$ cat config.mk
export PLATFORM = sky130hd
export DESIGN_NAME = idle_governor_workload_split
export DESIGN_NICKNAME = d
export VERILOG_FILES = /design/src/rtl/igws_pkg.sv /design/src/rtl/idle_governor_workload_split.sv /design/src/rtl/igws_front.sv /design/src/rtl/igws_fifo.sv /design/src/rtl/igws_back.sv
export SDC_FILE = /design/constraint.sdc
export NUM_CORES = 2
export LEC_CHECK = 0
export BUFFER_PORTS_ARGS = -buffer_cell sky130_fd_sc_hd__buf_4
export CAP_MARGIN = 10
export CELL_PAD_IN_SITES_DETAIL_PLACEMENT = 2
export CELL_PAD_IN_SITES_GLOBAL_PLACEMENT = 2
export CORE_UTILIZATION = 41
export DETAILED_ROUTE_END_ITERATION = 10
export GPL_ROUTABILITY_DRIVEN = 0
export PLACE_DENSITY = 0.92
export SLEW_MARGIN = 40
export SYNTH_ARGS = -nofsm -noshare
export SYNTH_HDL_FRONTEND = slang
export SYNTH_SLANG_ARGS = --single-unit
export TNS_END_PERCENT = 1
$ cat constraint.sdc
create_clock -name i_clk -period 10.7 [get_ports i_clk]
set_clock_uncertainty 0.1 [all_clocks]
set_input_delay 0 -clock i_clk [delete_from_list [all_inputs] [get_ports i_clk]]
set_output_delay 0 -clock i_clk [all_outputs]
set_load 0.1 [all_outputs]
$ cat src/rtl/igws_pkg.sv
`default_nettype none
// ----------------------------------------------------------------------------
// igws_pkg
// Shared types, constants and helpers of the idle governor / workload split.
// ----------------------------------------------------------------------------
package igws_pkg;

    localparam int MAX_UNITS  = 16;
    localparam int UNIT_CW    = $clog2(MAX_UNITS + 1);   // unit count width
    localparam int UNIT_IW    = $clog2(MAX_UNITS);       // unit id width
    localparam int MARK_W     = 7;
    localparam int DELAY_W    = 48;
    localparam int CNT_W      = 32;
    localparam int TS_W       = 64;
    localparam int PROD_W     = CNT_W + MARK_W;          // scaled idle compare width
    localparam int FIFO_DEPTH = 2;
    localparam int FIFO_AW    = $clog2(FIFO_DEPTH);
    localparam int FIFO_CW    = $clog2(FIFO_DEPTH + 1);
    localparam int DIV_CW     = $clog2(UNIT_CW + 1);

    localparam logic [MARK_W-1:0]  IDLE_SCALE  = MARK_W'(100);
    localparam logic [MARK_W-1:0]  RST_HIGH    = MARK_W'(95);
    localparam logic [MARK_W-1:0]  RST_LOW     = MARK_W'(85);
    localparam logic [DELAY_W-1:0] RST_DELAY   = DELAY_W'(64'd3000000000);
    localparam logic [UNIT_CW-1:0] RST_UNITS   = UNIT_CW'(MAX_UNITS);

    // register map, one 64-bit register every 8 bytes
    localparam int PADDR_W = 5;
    localparam int PDATA_W = 64;
    typedef enum logic [1:0] {
        REG_HIGH  = 2'd0,
        REG_LOW   = 2'd1,
        REG_DELAY = 2'd2,
        REG_UNITS = 2'd3
    } t_reg;

    typedef struct packed {
        logic [MARK_W-1:0]  high_mark;
        logic [MARK_W-1:0]  low_mark;
        logic [DELAY_W-1:0] delay;
        logic [UNIT_CW-1:0] num_units;
    } t_cfg;

    // interval class decided by the front end
    typedef enum logic [1:0] {
        CLS_NONE = 2'd0,
        CLS_HIGH = 2'd1,
        CLS_LOW  = 2'd2
    } t_cls;

    typedef struct packed {
        t_cls            cls;
        logic [TS_W-1:0] now;
    } t_job;

    typedef struct packed {
        logic [UNIT_IW-1:0] unit_id;
        logic [UNIT_CW-1:0] workload;
        logic [UNIT_CW-1:0] active_count;
        logic               slow_spin;
        logic               last;
    } t_result;

    typedef enum logic [1:0] {
        BST_IDLE = 2'd0,
        BST_DIV  = 2'd1,
        BST_EMIT = 2'd2
    } t_bst;

    // unit count as used: 0 acts as 1, above MAX_UNITS acts as MAX_UNITS
    function automatic logic [UNIT_CW-1:0] eff_units(input logic [UNIT_CW-1:0] n);
        logic [UNIT_CW-1:0] r;
        r = n;
        if (r == '0) begin
            r = UNIT_CW'(1);
        end
        if (r > UNIT_CW'(MAX_UNITS)) begin
            r = UNIT_CW'(MAX_UNITS);
        end
        return r;
    endfunction

endpackage
`default_nettype wire

$ cat src/rtl/idle_governor_workload_split.sv
`default_nettype none
// ----------------------------------------------------------------------------
// idle_governor_workload_split
// Idle-driven active unit governor with per-unit work queue split.
// ----------------------------------------------------------------------------
// The back end paces intervals: a pop/update step, a 5-step serial divider,
//   then one result word per unit in use (1..16), one per cycle while the
//   output is not stalled; the front end and 2-entry queue run ahead.
// Reset (synchronous, active low): config to 95/85/3e9/16, active count 16,
//   slow-spin off, hold-off deadline 0, queue and pipeline empty.
// ----------------------------------------------------------------------------
module idle_governor_workload_split (
    input  wire                               i_clk,
    input  wire                               i_rst_n,
    // config port, registers every 8 bytes
    input  wire                               psel,
    input  wire                               penable,
    input  wire                               pwrite,
    input  wire  [igws_pkg::PADDR_W-1:0]      paddr,
    input  wire  [igws_pkg::PDATA_W-1:0]      pwdata,
    output logic [igws_pkg::PDATA_W-1:0]      prdata,
    output logic                              pready,
    // interval words in
    input  wire                               s_axis_tvalid,
    output logic                              s_axis_tready,
    input  wire  [127:0]                      s_axis_tdata,  // wake_count, nowork_count, now
    // per-unit result words out
    output logic                              m_axis_tvalid,
    input  wire                               m_axis_tready,
    output logic [15:0]                       m_axis_tdata,  // unit_id, workload,
                                                             // active_count, slow_spin, pad
    output logic                              m_axis_tlast
);

    localparam int CW = igws_pkg::CNT_W;

    igws_pkg::t_cfg    r_cfg;
    igws_pkg::t_job    front_job;
    igws_pkg::t_job    queue_job;
    igws_pkg::t_result result;
    logic              push;
    logic              pop;
    logic              full;
    logic              empty;
    logic              cfg_wr;
    igws_pkg::t_reg    reg_sel;

    // --- config registers ---
    assign pready  = 1'b1;
    assign cfg_wr  = psel && penable && pwrite && pready;
    assign reg_sel = igws_pkg::t_reg'(paddr[4:3]);

    always_ff @(posedge i_clk) begin
        if (!i_rst_n) begin
            r_cfg.high_mark <= igws_pkg::RST_HIGH;
            r_cfg.low_mark  <= igws_pkg::RST_LOW;
            r_cfg.delay     <= igws_pkg::RST_DELAY;
            r_cfg.num_units <= igws_pkg::RST_UNITS;
        end else if (cfg_wr) begin
            case (reg_sel)
                igws_pkg::REG_HIGH:  r_cfg.high_mark <= pwdata[igws_pkg::MARK_W-1:0];
                igws_pkg::REG_LOW:   r_cfg.low_mark  <= pwdata[igws_pkg::MARK_W-1:0];
                igws_pkg::REG_DELAY: r_cfg.delay     <= pwdata[igws_pkg::DELAY_W-1:0];
                igws_pkg::REG_UNITS: r_cfg.num_units <= pwdata[igws_pkg::UNIT_CW-1:0];
                default: begin
                end
            endcase
        end
    end

    always_comb begin
        case (reg_sel)
            igws_pkg::REG_HIGH:  prdata = igws_pkg::PDATA_W'(r_cfg.high_mark);
            igws_pkg::REG_LOW:   prdata = igws_pkg::PDATA_W'(r_cfg.low_mark);
            igws_pkg::REG_DELAY: prdata = igws_pkg::PDATA_W'(r_cfg.delay);
            igws_pkg::REG_UNITS: prdata = igws_pkg::PDATA_W'(r_cfg.num_units);
            default:             prdata = '0;
        endcase
    end

    // --- front end: capture, scale, classify ---
    igws_front u_front (
        .i_clk    (i_clk),
        .i_rst_n  (i_rst_n),
        .i_cfg    (r_cfg),
        .i_valid  (s_axis_tvalid),
        .o_ready  (s_axis_tready),
        .i_wake   (s_axis_tdata[CW-1:0]),
        .i_nowork (s_axis_tdata[2*CW-1:CW]),
        .i_now    (s_axis_tdata[127:2*CW]),
        .o_push   (push),
        .o_job    (front_job),
        .i_full   (full)
    );

    // --- decoupling queue ---
    igws_fifo u_fifo (
        .i_clk   (i_clk),
        .i_rst_n (i_rst_n),
        .i_push  (push),
        .i_job   (front_job),
        .o_full  (full),
        .i_pop   (pop),
        .o_job   (queue_job),
        .o_empty (empty)
    );

    // --- back end: governor state, divide, emit ---
    igws_back u_back (
        .i_clk    (i_clk),
        .i_rst_n  (i_rst_n),
        .i_cfg    (r_cfg),
        .i_empty  (empty),
        .i_job    (queue_job),
        .o_pop    (pop),
        .o_valid  (m_axis_tvalid),
        .i_ready  (m_axis_tready),
        .o_result (result)
    );

    // result word packing, unit_id in the low bits
    assign m_axis_tdata = {1'b0, result.slow_spin, result.active_count,
                           result.workload, result.unit_id};
    assign m_axis_tlast = result.last;

endmodule
`default_nettype wire

$ cat src/rtl/igws_front.sv
`default_nettype none
// ----------------------------------------------------------------------------
// igws_front
// Takes interval words, scales idle and mark products, classifies the interval.
// ----------------------------------------------------------------------------
module igws_front (
    input  wire                          i_clk,
    input  wire                          i_rst_n,
    input  igws_pkg::t_cfg               i_cfg,
    input  wire                          i_valid,
    output logic                         o_ready,
    input  wire  [igws_pkg::CNT_W-1:0]   i_wake,
    input  wire  [igws_pkg::CNT_W-1:0]   i_nowork,
    input  wire  [igws_pkg::TS_W-1:0]    i_now,
    output logic                         o_push,
    output igws_pkg::t_job               o_job,
    input  wire                          i_full
);

    logic                          r_s1_valid;
    logic [igws_pkg::CNT_W-1:0]    r_s1_wake;
    logic [igws_pkg::CNT_W-1:0]    r_s1_nowork;
    logic [igws_pkg::TS_W-1:0]     r_s1_now;

    logic                          r_s2_valid;
    logic [igws_pkg::PROD_W-1:0]   r_s2_idle;
    logic [igws_pkg::PROD_W-1:0]   r_s2_high;
    logic [igws_pkg::PROD_W-1:0]   r_s2_low;
    logic                          r_s2_zero;
    logic [igws_pkg::TS_W-1:0]     r_s2_now;

    logic s2_adv;
    logic accept;

    assign o_push  = r_s2_valid && !i_full;
    assign s2_adv  = !r_s2_valid || o_push;
    assign o_ready = !r_s1_valid || s2_adv;
    assign accept  = i_valid && o_ready;

    always_ff @(posedge i_clk) begin
        if (!i_rst_n) begin
            r_s1_valid <= 1'b0;
            r_s2_valid <= 1'b0;
        end else begin
            if (accept) begin
                r_s1_valid <= 1'b1;
            end else if (s2_adv) begin
                r_s1_valid <= 1'b0;
            end
            if (s2_adv) begin
                r_s2_valid <= r_s1_valid;
            end
        end
    end

    always_ff @(posedge i_clk) begin
        if (accept) begin
            r_s1_wake   <= i_wake;
            r_s1_nowork <= i_nowork;
            r_s1_now    <= i_now;
        end
        if (s2_adv && r_s1_valid) begin
            // cross-multiplied compare operands: 100*nowork vs mark*wake
            r_s2_idle <= igws_pkg::PROD_W'(r_s1_nowork) *
                         igws_pkg::PROD_W'(igws_pkg::IDLE_SCALE);
            r_s2_high <= igws_pkg::PROD_W'(r_s1_wake) *
                         igws_pkg::PROD_W'(i_cfg.high_mark);
            r_s2_low  <= igws_pkg::PROD_W'(r_s1_wake) *
                         igws_pkg::PROD_W'(i_cfg.low_mark);
            r_s2_zero <= (r_s1_wake == '0);
            r_s2_now  <= r_s1_now;
        end
    end

    always_comb begin
        o_job.now = r_s2_now;
        if (r_s2_zero) begin
            o_job.cls = igws_pkg::CLS_NONE;
        end else if (r_s2_idle > r_s2_high) begin
            o_job.cls = igws_pkg::CLS_HIGH;
        end else if (r_s2_idle < r_s2_low) begin
            o_job.cls = igws_pkg::CLS_LOW;
        end else begin
            o_job.cls = igws_pkg::CLS_NONE;
        end
    end

endmodule
`default_nettype wire

$ cat src/rtl/igws_fifo.sv
`default_nettype none
// ----------------------------------------------------------------------------
// igws_fifo
// Short job queue between the classifier and the governor back end.
// ----------------------------------------------------------------------------
module igws_fifo (
    input  wire             i_clk,
    input  wire             i_rst_n,
    input  wire             i_push,
    input  igws_pkg::t_job  i_job,
    output logic            o_full,
    input  wire             i_pop,
    output igws_pkg::t_job  o_job,
    output logic            o_empty
);

    igws_pkg::t_job                     r_mem [igws_pkg::FIFO_DEPTH];
    logic [igws_pkg::FIFO_AW-1:0]       r_wptr;
    logic [igws_pkg::FIFO_AW-1:0]       r_rptr;
    logic [igws_pkg::FIFO_CW-1:0]       r_count;

    assign o_full  = (r_count == igws_pkg::FIFO_CW'(igws_pkg::FIFO_DEPTH));
    assign o_empty = (r_count == '0);
    assign o_job   = r_mem[r_rptr];

    always_ff @(posedge i_clk) begin
        if (!i_rst_n) begin
            r_wptr  <= '0;
            r_rptr  <= '0;
            r_count <= '0;
        end else begin
            if (i_push) begin
                r_wptr <= r_wptr + 1'b1;
            end
            if (i_pop) begin
                r_rptr <= r_rptr + 1'b1;
            end
            case ({i_push, i_pop})
                2'b10:   r_count <= r_count + 1'b1;
                2'b01:   r_count <= r_count - 1'b1;
                default: r_count <= r_count;
            endcase
        end
    end

    always_ff @(posedge i_clk) begin
        if (i_push) begin
            r_mem[r_wptr] <= i_job;
        end
    end

endmodule
`default_nettype wire

$ cat src/rtl/igws_back.sv
`default_nettype none
// ----------------------------------------------------------------------------
// igws_back
// Governor state update, serial split divider and per-unit result emitter.
// ----------------------------------------------------------------------------
module igws_back (
    input  wire                  i_clk,
    input  wire                  i_rst_n,
    input  igws_pkg::t_cfg       i_cfg,
    input  wire                  i_empty,
    input  igws_pkg::t_job       i_job,
    output logic                 o_pop,
    output logic                 o_valid,
    input  wire                  i_ready,
    output igws_pkg::t_result    o_result
);

    localparam int UCW = igws_pkg::UNIT_CW;

    igws_pkg::t_bst              r_state, n_state;
    logic [UCW-1:0]              r_active, n_active;
    logic                        r_slow, n_slow;
    logic [igws_pkg::TS_W-1:0]   r_deadline, n_deadline;
    logic [UCW-1:0]              r_n, n_n;
    logic [UCW-1:0]              r_rem, n_rem;
    logic [UCW-1:0]              r_dq, n_dq;
    logic [igws_pkg::DIV_CW-1:0] r_cnt, n_cnt;
    logic [UCW-1:0]              r_unit, n_unit;
    logic                        r_ovalid, n_ovalid;
    igws_pkg::t_result           r_out, n_out;

    logic [UCW-1:0]              eff_n;
    logic [UCW-1:0]              act_c;
    logic [UCW:0]                act_dbl;
    logic [igws_pkg::TS_W-1:0]   rearm;
    logic [UCW:0]                partial;
    logic [UCW-1:0]              first_big;
    logic                        out_free;

    assign o_valid  = r_ovalid;
    assign o_result = r_out;
    assign out_free = !r_ovalid || i_ready;

    always_ff @(posedge i_clk) begin
        if (!i_rst_n) begin
            r_state    <= igws_pkg::BST_IDLE;
            r_active   <= igws_pkg::RST_UNITS;
            r_slow     <= 1'b0;
            r_deadline <= '0;
            r_ovalid   <= 1'b0;
        end else begin
            r_state    <= n_state;
            r_active   <= n_active;
            r_slow     <= n_slow;
            r_deadline <= n_deadline;
            r_ovalid   <= n_ovalid;
        end
    end

    always_ff @(posedge i_clk) begin
        r_n    <= n_n;
        r_rem  <= n_rem;
        r_dq   <= n_dq;
        r_cnt  <= n_cnt;
        r_unit <= n_unit;
        r_out  <= n_out;
    end

    always_comb begin
        eff_n = igws_pkg::eff_units(i_cfg.num_units);
        act_c = r_active;
        if (act_c == '0) begin
            act_c = UCW'(1);
        end
        if (act_c > eff_n) begin
            act_c = eff_n;
        end
        act_dbl   = {act_c, 1'b0};
        rearm     = i_job.now + igws_pkg::TS_W'(i_cfg.delay);
        partial   = {r_rem, r_dq[UCW-1]};
        first_big = r_active - r_rem;

        n_state    = r_state;
        n_active   = r_active;
        n_slow     = r_slow;
        n_deadline = r_deadline;
        n_n        = r_n;
        n_rem      = r_rem;
        n_dq       = r_dq;
        n_cnt      = r_cnt;
        n_unit     = r_unit;
        n_ovalid   = r_ovalid && !i_ready;
        n_out      = r_out;
        o_pop      = 1'b0;

        case (r_state)
            igws_pkg::BST_IDLE: begin
                if (!i_empty) begin
                    o_pop    = 1'b1;
                    n_n      = eff_n;
                    n_active = act_c;
                    case (i_job.cls)
                        igws_pkg::CLS_HIGH: begin
                            if (i_job.now > r_deadline) begin
                                if (act_c == UCW'(1)) begin
                                    n_slow = 1'b1;
                                end else begin
                                    n_active = act_c - 1'b1;
                                end
                                n_deadline = rearm;
                            end
                        end
                        igws_pkg::CLS_LOW: begin
                            if (r_slow) begin
                                n_slow = 1'b0;
                            end else if (act_c < eff_n) begin
                                n_active = (act_dbl > {1'b0, eff_n}) ? eff_n
                                                                     : act_dbl[UCW-1:0];
                            end
                            n_deadline = rearm;
                        end
                        default: begin
                        end
                    endcase
                    // restoring divide: eff_n / active
                    n_rem   = '0;
                    n_dq    = eff_n;
                    n_cnt   = '0;
                    n_state = igws_pkg::BST_DIV;
                end
            end
            igws_pkg::BST_DIV: begin
                if (partial >= {1'b0, r_active}) begin
                    n_rem = UCW'(partial - {1'b0, r_active});
                    n_dq  = {r_dq[UCW-2:0], 1'b1};
                end else begin
                    n_rem = partial[UCW-1:0];
                    n_dq  = {r_dq[UCW-2:0], 1'b0};
                end
                n_cnt = r_cnt + 1'b1;
                if (r_cnt == igws_pkg::DIV_CW'(UCW - 1)) begin
                    n_unit  = '0;
                    n_state = igws_pkg::BST_EMIT;
                end
            end
            igws_pkg::BST_EMIT: begin
                if (out_free) begin
                    n_ovalid           = 1'b1;
                    n_out.unit_id      = r_unit[igws_pkg::UNIT_IW-1:0];
                    n_out.active_count = r_active;
                    n_out.slow_spin    = r_slow;
                    n_out.last         = (r_unit + 1'b1 == r_n);
                    if (r_unit >= r_active) begin
                        n_out.workload = '0;
                    end else if (r_unit >= first_big) begin
                        n_out.workload = r_dq + 1'b1;
                    end else begin
                        n_out.workload = r_dq;
                    end
                    n_unit = r_unit + 1'b1;
                    if (r_unit + 1'b1 == r_n) begin
                        n_state = igws_pkg::BST_IDLE;
                    end
                end
            end
            default: begin
                n_state = igws_pkg::BST_IDLE;
            end
        endcase
    end

endmodule
`default_nettype wire

==> results of run 1 <==
## stage by stage
step	util, %	instances
2_1_floorplan	-	4540
3_3_place_gp	44.4	6111
3_5_place_dp	44.5	6116
4_1_cts	50.0	6601
## metal layers
layer / GRT overflow / GRT usage [%]
met1: 0 / 58.0
met2: 19 / 79.3
met3: 0 / 48.4
met4: 15 / 61.2
met5: 0 / 25.4
## repair_timing
item,in CTS
hold buffers,346
hold endpoints to repair,216
buffers inserted,0
## cell families after synthesis
logic type	count (synthesis)	synth area share [%]
AND/OR/NAND/NOR	1301	13.0
other	2	0.0164
multiplexers	91	2.28
adder cells (fa/ha/maj)	770	26.3
buffers and inverters	824	6.91
flip-flops	626	37.7
XOR/XNOR	159	3.03
AO/OA/AOI/OAI	751	10.6
==> summary by stage, run 1 <==
Run status
The flow did not finish. The flow stopped in global routing. The first error in the log reads "[ERROR GRT-0116] Global routing finished with congestion. Check the congestion regions in the DRC Viewer".

Yosys
Summing the sequential cell areas from Yosys gives 37.7% of the chip area. Sorting the synthesized cells by how often they occur yields sky130_fd_sc_hd__nand2_1 (657), sky130_fd_sc_hd__inv_1 (626), sky130_fd_sc_hd__edfxtp_1 (479). Counting flops with a built-in enable in the synthesized netlist gives 479. The distinct cell type count of the synthesized netlist is 84.

A synthesized cell averages 10.2 sq um. The post-synthesis async set-or-reset flop share is 0%. In the synthesized netlist, the number of instances is about 4500. The cell area after synthesis is 0.0459 sq mm. In the post-synthesis netlist, the cell with the most instances is sky130_fd_sc_hd__nand2_1. The most used flip-flop cell after synthesis is sky130_fd_sc_hd__edfxtp_1. The number of warnings printed during yosys synthesis is 0. In this run the biggest area consumer among cell types represents about 31% of the synthesized area. The leading area contributor after synthesis is sky130_fd_sc_hd__edfxtp_1. By area the synthesized netlist is led by sky130_fd_sc_hd__edfxtp_1 (31%), sky130_fd_sc_hd__fa_1 (14%), sky130_fd_sc_hd__ha_1 (12%).

The total of flip-flops plus latches after synthesis is 626.

Placement
Buffers placed on the I/O ports in this run total 250. Once detailed placement completed, the half-perimeter wirelength came to 136000 microns. Timing analysis after detailed placement gives a worst setup slack of about 3200 ps.

The standard cell area after detailed placement is between 0.04 and 0.05 sq mm.

Floorplanning
From left edge to right edge, the die measures 337 microns. The total I/O pin count is 288. The floorplan die height is 337 microns.

The total number of placement rows is about 120. Once the floorplan was initialized, standard cells occupied 41.4% of the core.

Global routing
The number of global-route vias before repair was 55370. For this run, the total global-route usage over all layers was measured as 61.5%. Entering global routing, the biggest net connects 68 pins. Global routing finished with a remaining overflow of 34. The first-pass GRT wire length is 479000 microns.

Clock tree
The TritonCTS sink count is 626. Clock tree synthesis selected as its root buffer the cell sky130_fd_sc_hd__clkbuf_16. The H-tree generated during clock tree synthesis spans 3 levels. Buffers inserted during clock tree synthesis total between 70 and 80. The maximum root-to-sink buffer count is 3. The total of cells resized after clock tree synthesis is 0.
==> inputs of run 2 (changes only) <==
CELL_PAD_IN_SITES_DETAIL_PLACEMENT = default   (was 2)
CELL_PAD_IN_SITES_GLOBAL_PLACEMENT = default   (was 2)
CORE_UTILIZATION = 40   (was 41)
PLACE_DENSITY = default   (was 0.92)
PLACE_DENSITY_LB_ADDON = 0.15   (was default)
==> summary by stage, run 2 <==
Critical path
The longest individual stage delay on the worst path is 590 ps. For the worst setup path, the data required time is approximately 11000 ps. The register-to-register path setup slack is 3860 ps. The category of the critical setup timing path is flop to flop. The cell repeated most along the worst path is sky130_fd_sc_hd__fa_1. Walking the worst path, the cells encountered are buf_4 > nand2_1 > fa_1 > inv_1 > fa_1 > fa_1 > fa_1 > ha_1 > or3_1 > a21oi_1 > nor4_1 > nor3_1 > o31ai_1 > a31oi_1 > o21ai_1 > a41o_1 > mux2i_1 > a2111oi_1.

The timing endpoint of the critical path is u_front.r_s2_low[38]$_DFFE_PP_. The worst setup path is captured at a flop. Counting cells, the worst reg-to-reg path comes to 18. The critical path data arrival time is 7110 ps. The total number of cells along the worst setup path is 18.

The start of the worst register-to-register path is r_cfg[54]$_SDFFE_PN0P_. On the critical path, the stage with the largest delay is an instance of sky130_fd_sc_hd__a2111oi_1. The largest driver fanout on the critical path is 27. The launch point of the worst path is r_cfg[54]$_SDFFE_PN0P_. Among cell families on the critical path, the largest total delay comes from adder cells. The critical path contains buffers and inverters numbering 2 combined. STA classifies the critical path startpoint as a flop. The destination of the worst register-to-register timing path is u_front.r_s2_low[38]$_DFFE_PP_.

Yosys
The cell count after synthesis was 4524 (unchanged). The leading area contributor after synthesis is sky130_fd_sc_hd__edfxtp_1 (unchanged). The total of flip-flops plus latches after synthesis is 626 (unchanged). The post-synthesis async set-or-reset flop share is 0% (unchanged). Most instantiated cells after synthesis: sky130_fd_sc_hd__nand2_1 (657), sky130_fd_sc_hd__inv_1 (626), sky130_fd_sc_hd__edfxtp_1 (479) (unchanged). The synthesized area per cell came to 10.2 sq um (unchanged). The cell area after synthesis is 0.0459 sq mm (unchanged). Leading post-synthesis cells by cell area: sky130_fd_sc_hd__edfxtp_1 (31%), sky130_fd_sc_hd__fa_1 (14%), sky130_fd_sc_hd__ha_1 (12%) (unchanged). The cell with the most instances after synthesis is sky130_fd_sc_hd__nand2_1 (unchanged).

The number of warnings printed during yosys synthesis is 0 (unchanged). The distinct cell type count of the synthesized netlist is 84 (unchanged). The area share of the leading cell type in the synthesized netlist is 31.3% (unchanged).

The most used flip-flop cell after synthesis is sky130_fd_sc_hd__edfxtp_1 (unchanged). The count of flip-flops with a built-in enable after synthesis came to 479 (unchanged). The portion of the post-synthesis area used by sequential elements came to 37.7% (unchanged).

Cells and area
After the last flow step, the layout net total stands at ~6000. Counting flops per register, the top entry is u_fifo.r_mem. The core occupancy in the finished layout is 49.0%. Leaving out fill and tap cells, the most frequent cell in the layout is sky130_fd_sc_hd__nand2_1. In the layout the commonest cells are sky130_fd_sc_hd__nand2_1 (657), sky130_fd_sc_hd__inv_1 (626), sky130_fd_sc_hd__edfxtp_1 (479), sky130_fd_sc_hd__ha_1 (442), sky130_fd_sc_hd__dlygate4sd3_1 (367). Counting the fill cells in the layout gives 10453.

The area growth from synthesis to layout is 20.7%. The register with the most flip-flops in the layout has 132 of them. The largest registers in the layout are u_fifo.r_mem (132), r_cfg (67). In the final layout, the share of cells above drive strength 1 is 9.59%.

Floorplanning
The horizontal die dimension came to 341 microns (was 337 microns). The floorplan die height is 341 microns (was 337 microns). In this run the standard cell core region covers about 0.11 sq mm. The initial cell density of the core came to 40.6% (was 41.4%).

The total number of placement rows came to 123 (was 122). The total I/O pin count is 288 (unchanged). The floorplan step defined a die boundary enclosing 0.116 sq mm.

Clock tree
The clock input transition at the sequential cells of the worst setup and hold paths is 60 ps. The clock tree root buffer cell is sky130_fd_sc_hd__clkbuf_16 (unchanged). The TritonCTS sink count is 626 (unchanged). The post-CTS setup-driven buffer insertion count is 0 (unchanged). The clock buffer count from CTS is 74 (was 75). The maximum root-to-sink buffer count is 3 (unchanged).

The CTS H-tree depth came to 3 (unchanged). TritonCTS built the clock tree. The later pin in the worst-skew pair is clocked with a latency of about 650 ps.

Timing
The number of setup violations in the final report is 0. Dividing the final minimum period by the clock period gives 63.9%. The number of hold-slack violations in the final timing report is 0. The worst slew margin relative to its limit is 38.3%. The minimum period implied by the final worst setup slack is 6840 ps. The maximum operating frequency is approximately 0.15 GHz.

For the pin with the worst max-slew slack, the measured transition is 919 ps. Setup repair after global routing left no endpoint under its margin. The final max-slew violation count is 0. In the final timing run, aggregate negative setup slack is 0 ps.

Route
The post-detailed-route count of antenna-violating nets is 0. The average wire per standard cell is 17.7 microns. The number of vias per cell after detailed routing is 5.11. For this run, the detailed router's first-pass iteration total came to 5. The total DRC errors in the routed layout is 0. The detailed-route wire length is about 120000 microns. The detailed router placed 33872 vias in this run. The count of routing violations after the opening detailed-route iteration is just over 2000.

Worst hold path
The tightest min-delay check is of the primary input to flop type. The worst hold path begins at s_axis_tdata[0].

Global routing
Across every metal layer, demand over resource in global routing totals 20.5%. The sum of overflow across all layers after global routing is 0. The number of antenna violations at the first check in global routing is 3. Entering global routing, the biggest net connects 152 pins. The first global-routing pass estimated ~190000 microns of wire.

The number of global-route vias before repair is 34731.

Power and ir drop
Power spread over the standard cell area amounts to 222 mW/mm^2. In this run the static leakage power is 24.4 nW. The worst-case IR drop observed on VDD is 146 uV.

Run status
Result of the run: finished, final reports clean (was stopped before the end).

Placement
The port buffer count is 250 (unchanged). The detailed placement HPWL is 85600 microns (was 136000 microns).

Job
Across the run, the number of max-cap violations was 0.
-- run 2: cell counts after synthesis --
No cell type changed its count.
-- run 2: repair_timing --
item | CTS | global route
hold buffers | 367 | 0
resized for setup | 0 | 0
endpoints found under the setup margin | 0 | 0
endpoints found under the hold margin | 268 | 0
-- run 2: cells by family after synthesis --
group                      synth area share, %
and+or+nand+nor                           13.0
buffers and inverters                     6.91
adders and majority gates                 26.3
AOI/OAI and AO/OA                         10.6
DFF                                       37.7
xor gates and xnor gates                  3.03
muxes                                     2.28
other                                   0.0164
-- run 2: report_power, final --
group / switching [mW] / leakage (nW) / internal (mW)
sequential: 0.232 / 5.70 / 3.23
combinational: 3.62 / 17.5 / 2.62
clock: 1.08 / 1.20 / 1.51
total: 4.93 / 24.4 / 7.36
-- run 2: area by class of cell --
cell class              instances  area, sq um  share of cell area [%]
multi-input cells            3090        25500                    46.1
clock inverters                40          492                   0.887
diodes                          1         2.50                 0.00451
clock buffers                  93         1990                    3.60
inverters                     628         2360                    4.26
well taps                    1500         1880                    3.39
flip-flops and latches        626        17300                    31.3
repair buffers                651         5850                    10.5
-- run 2: how the worst min path moves through the flow --
stage               slack [ps]                               to  cells after the start
floorplan                   -1    u_front.r_s1_now[0]$_DFFE_PP_                      0
detailed placement          80  u_front.r_s1_wake[27]$_DFFE_PP_                      1
global route                20   u_front.r_s1_wake[0]$_DFFE_PP_                      2
finish                      60   u_front.r_s1_wake[0]$_DFFE_PP_                      2
global placement            80  u_front.r_s1_wake[29]$_DFFE_PP_                      1
CTS                        0.8   u_front.r_s1_wake[0]$_DFFE_PP_                      2
-- run 2: metal layers --
metal / GRT usage, % / share of wire [%]
met1: 27.8 / 46
met2: 35.0 / 48
met3: 2.34 / 3.5
met4: 5.09 / 2.4
met5: 0 / 0.011
-- run 2: worst register-to-register path: cells and delay by family (launching register included) --
kind | cells | cell delay (ps)
multiplexers | 1 | 120
buffers and inverters | 2 | 440
adder cells (fa/ha/maj) | 5 | 2220
AO/OA/AOI/OAI | 6 | 2050
flip-flops | 1 | 510
AND/OR/NAND/NOR | 4 | 1130
-- run 2: through the flow --
| stage | setup slack, ps | std cells | cell area, sq um | power, mW | hold slack [ps] |
|---|---|---|---|---|---|
| final | 3860 | 6629 | 55400 | 12.3 | 61.6 |
| after global routing | 3330 | 6628 | 55400 | 13.3 | 18.0 |
| after CTS | 3790 | 6626 | 55400 | 12.4 | 0.778 |
| after detailed placement | 3830 | 6126 | 49200 | 9.67 | 79.2 |
| after global placement | 3670 | 6124 | 49200 | 9.62 | 78.1 |
| after floorplan | 1310 | 4540 | 46000 | 8.11 | -1.13 |
Note: power is estimated with default switching activity, not from simulation.
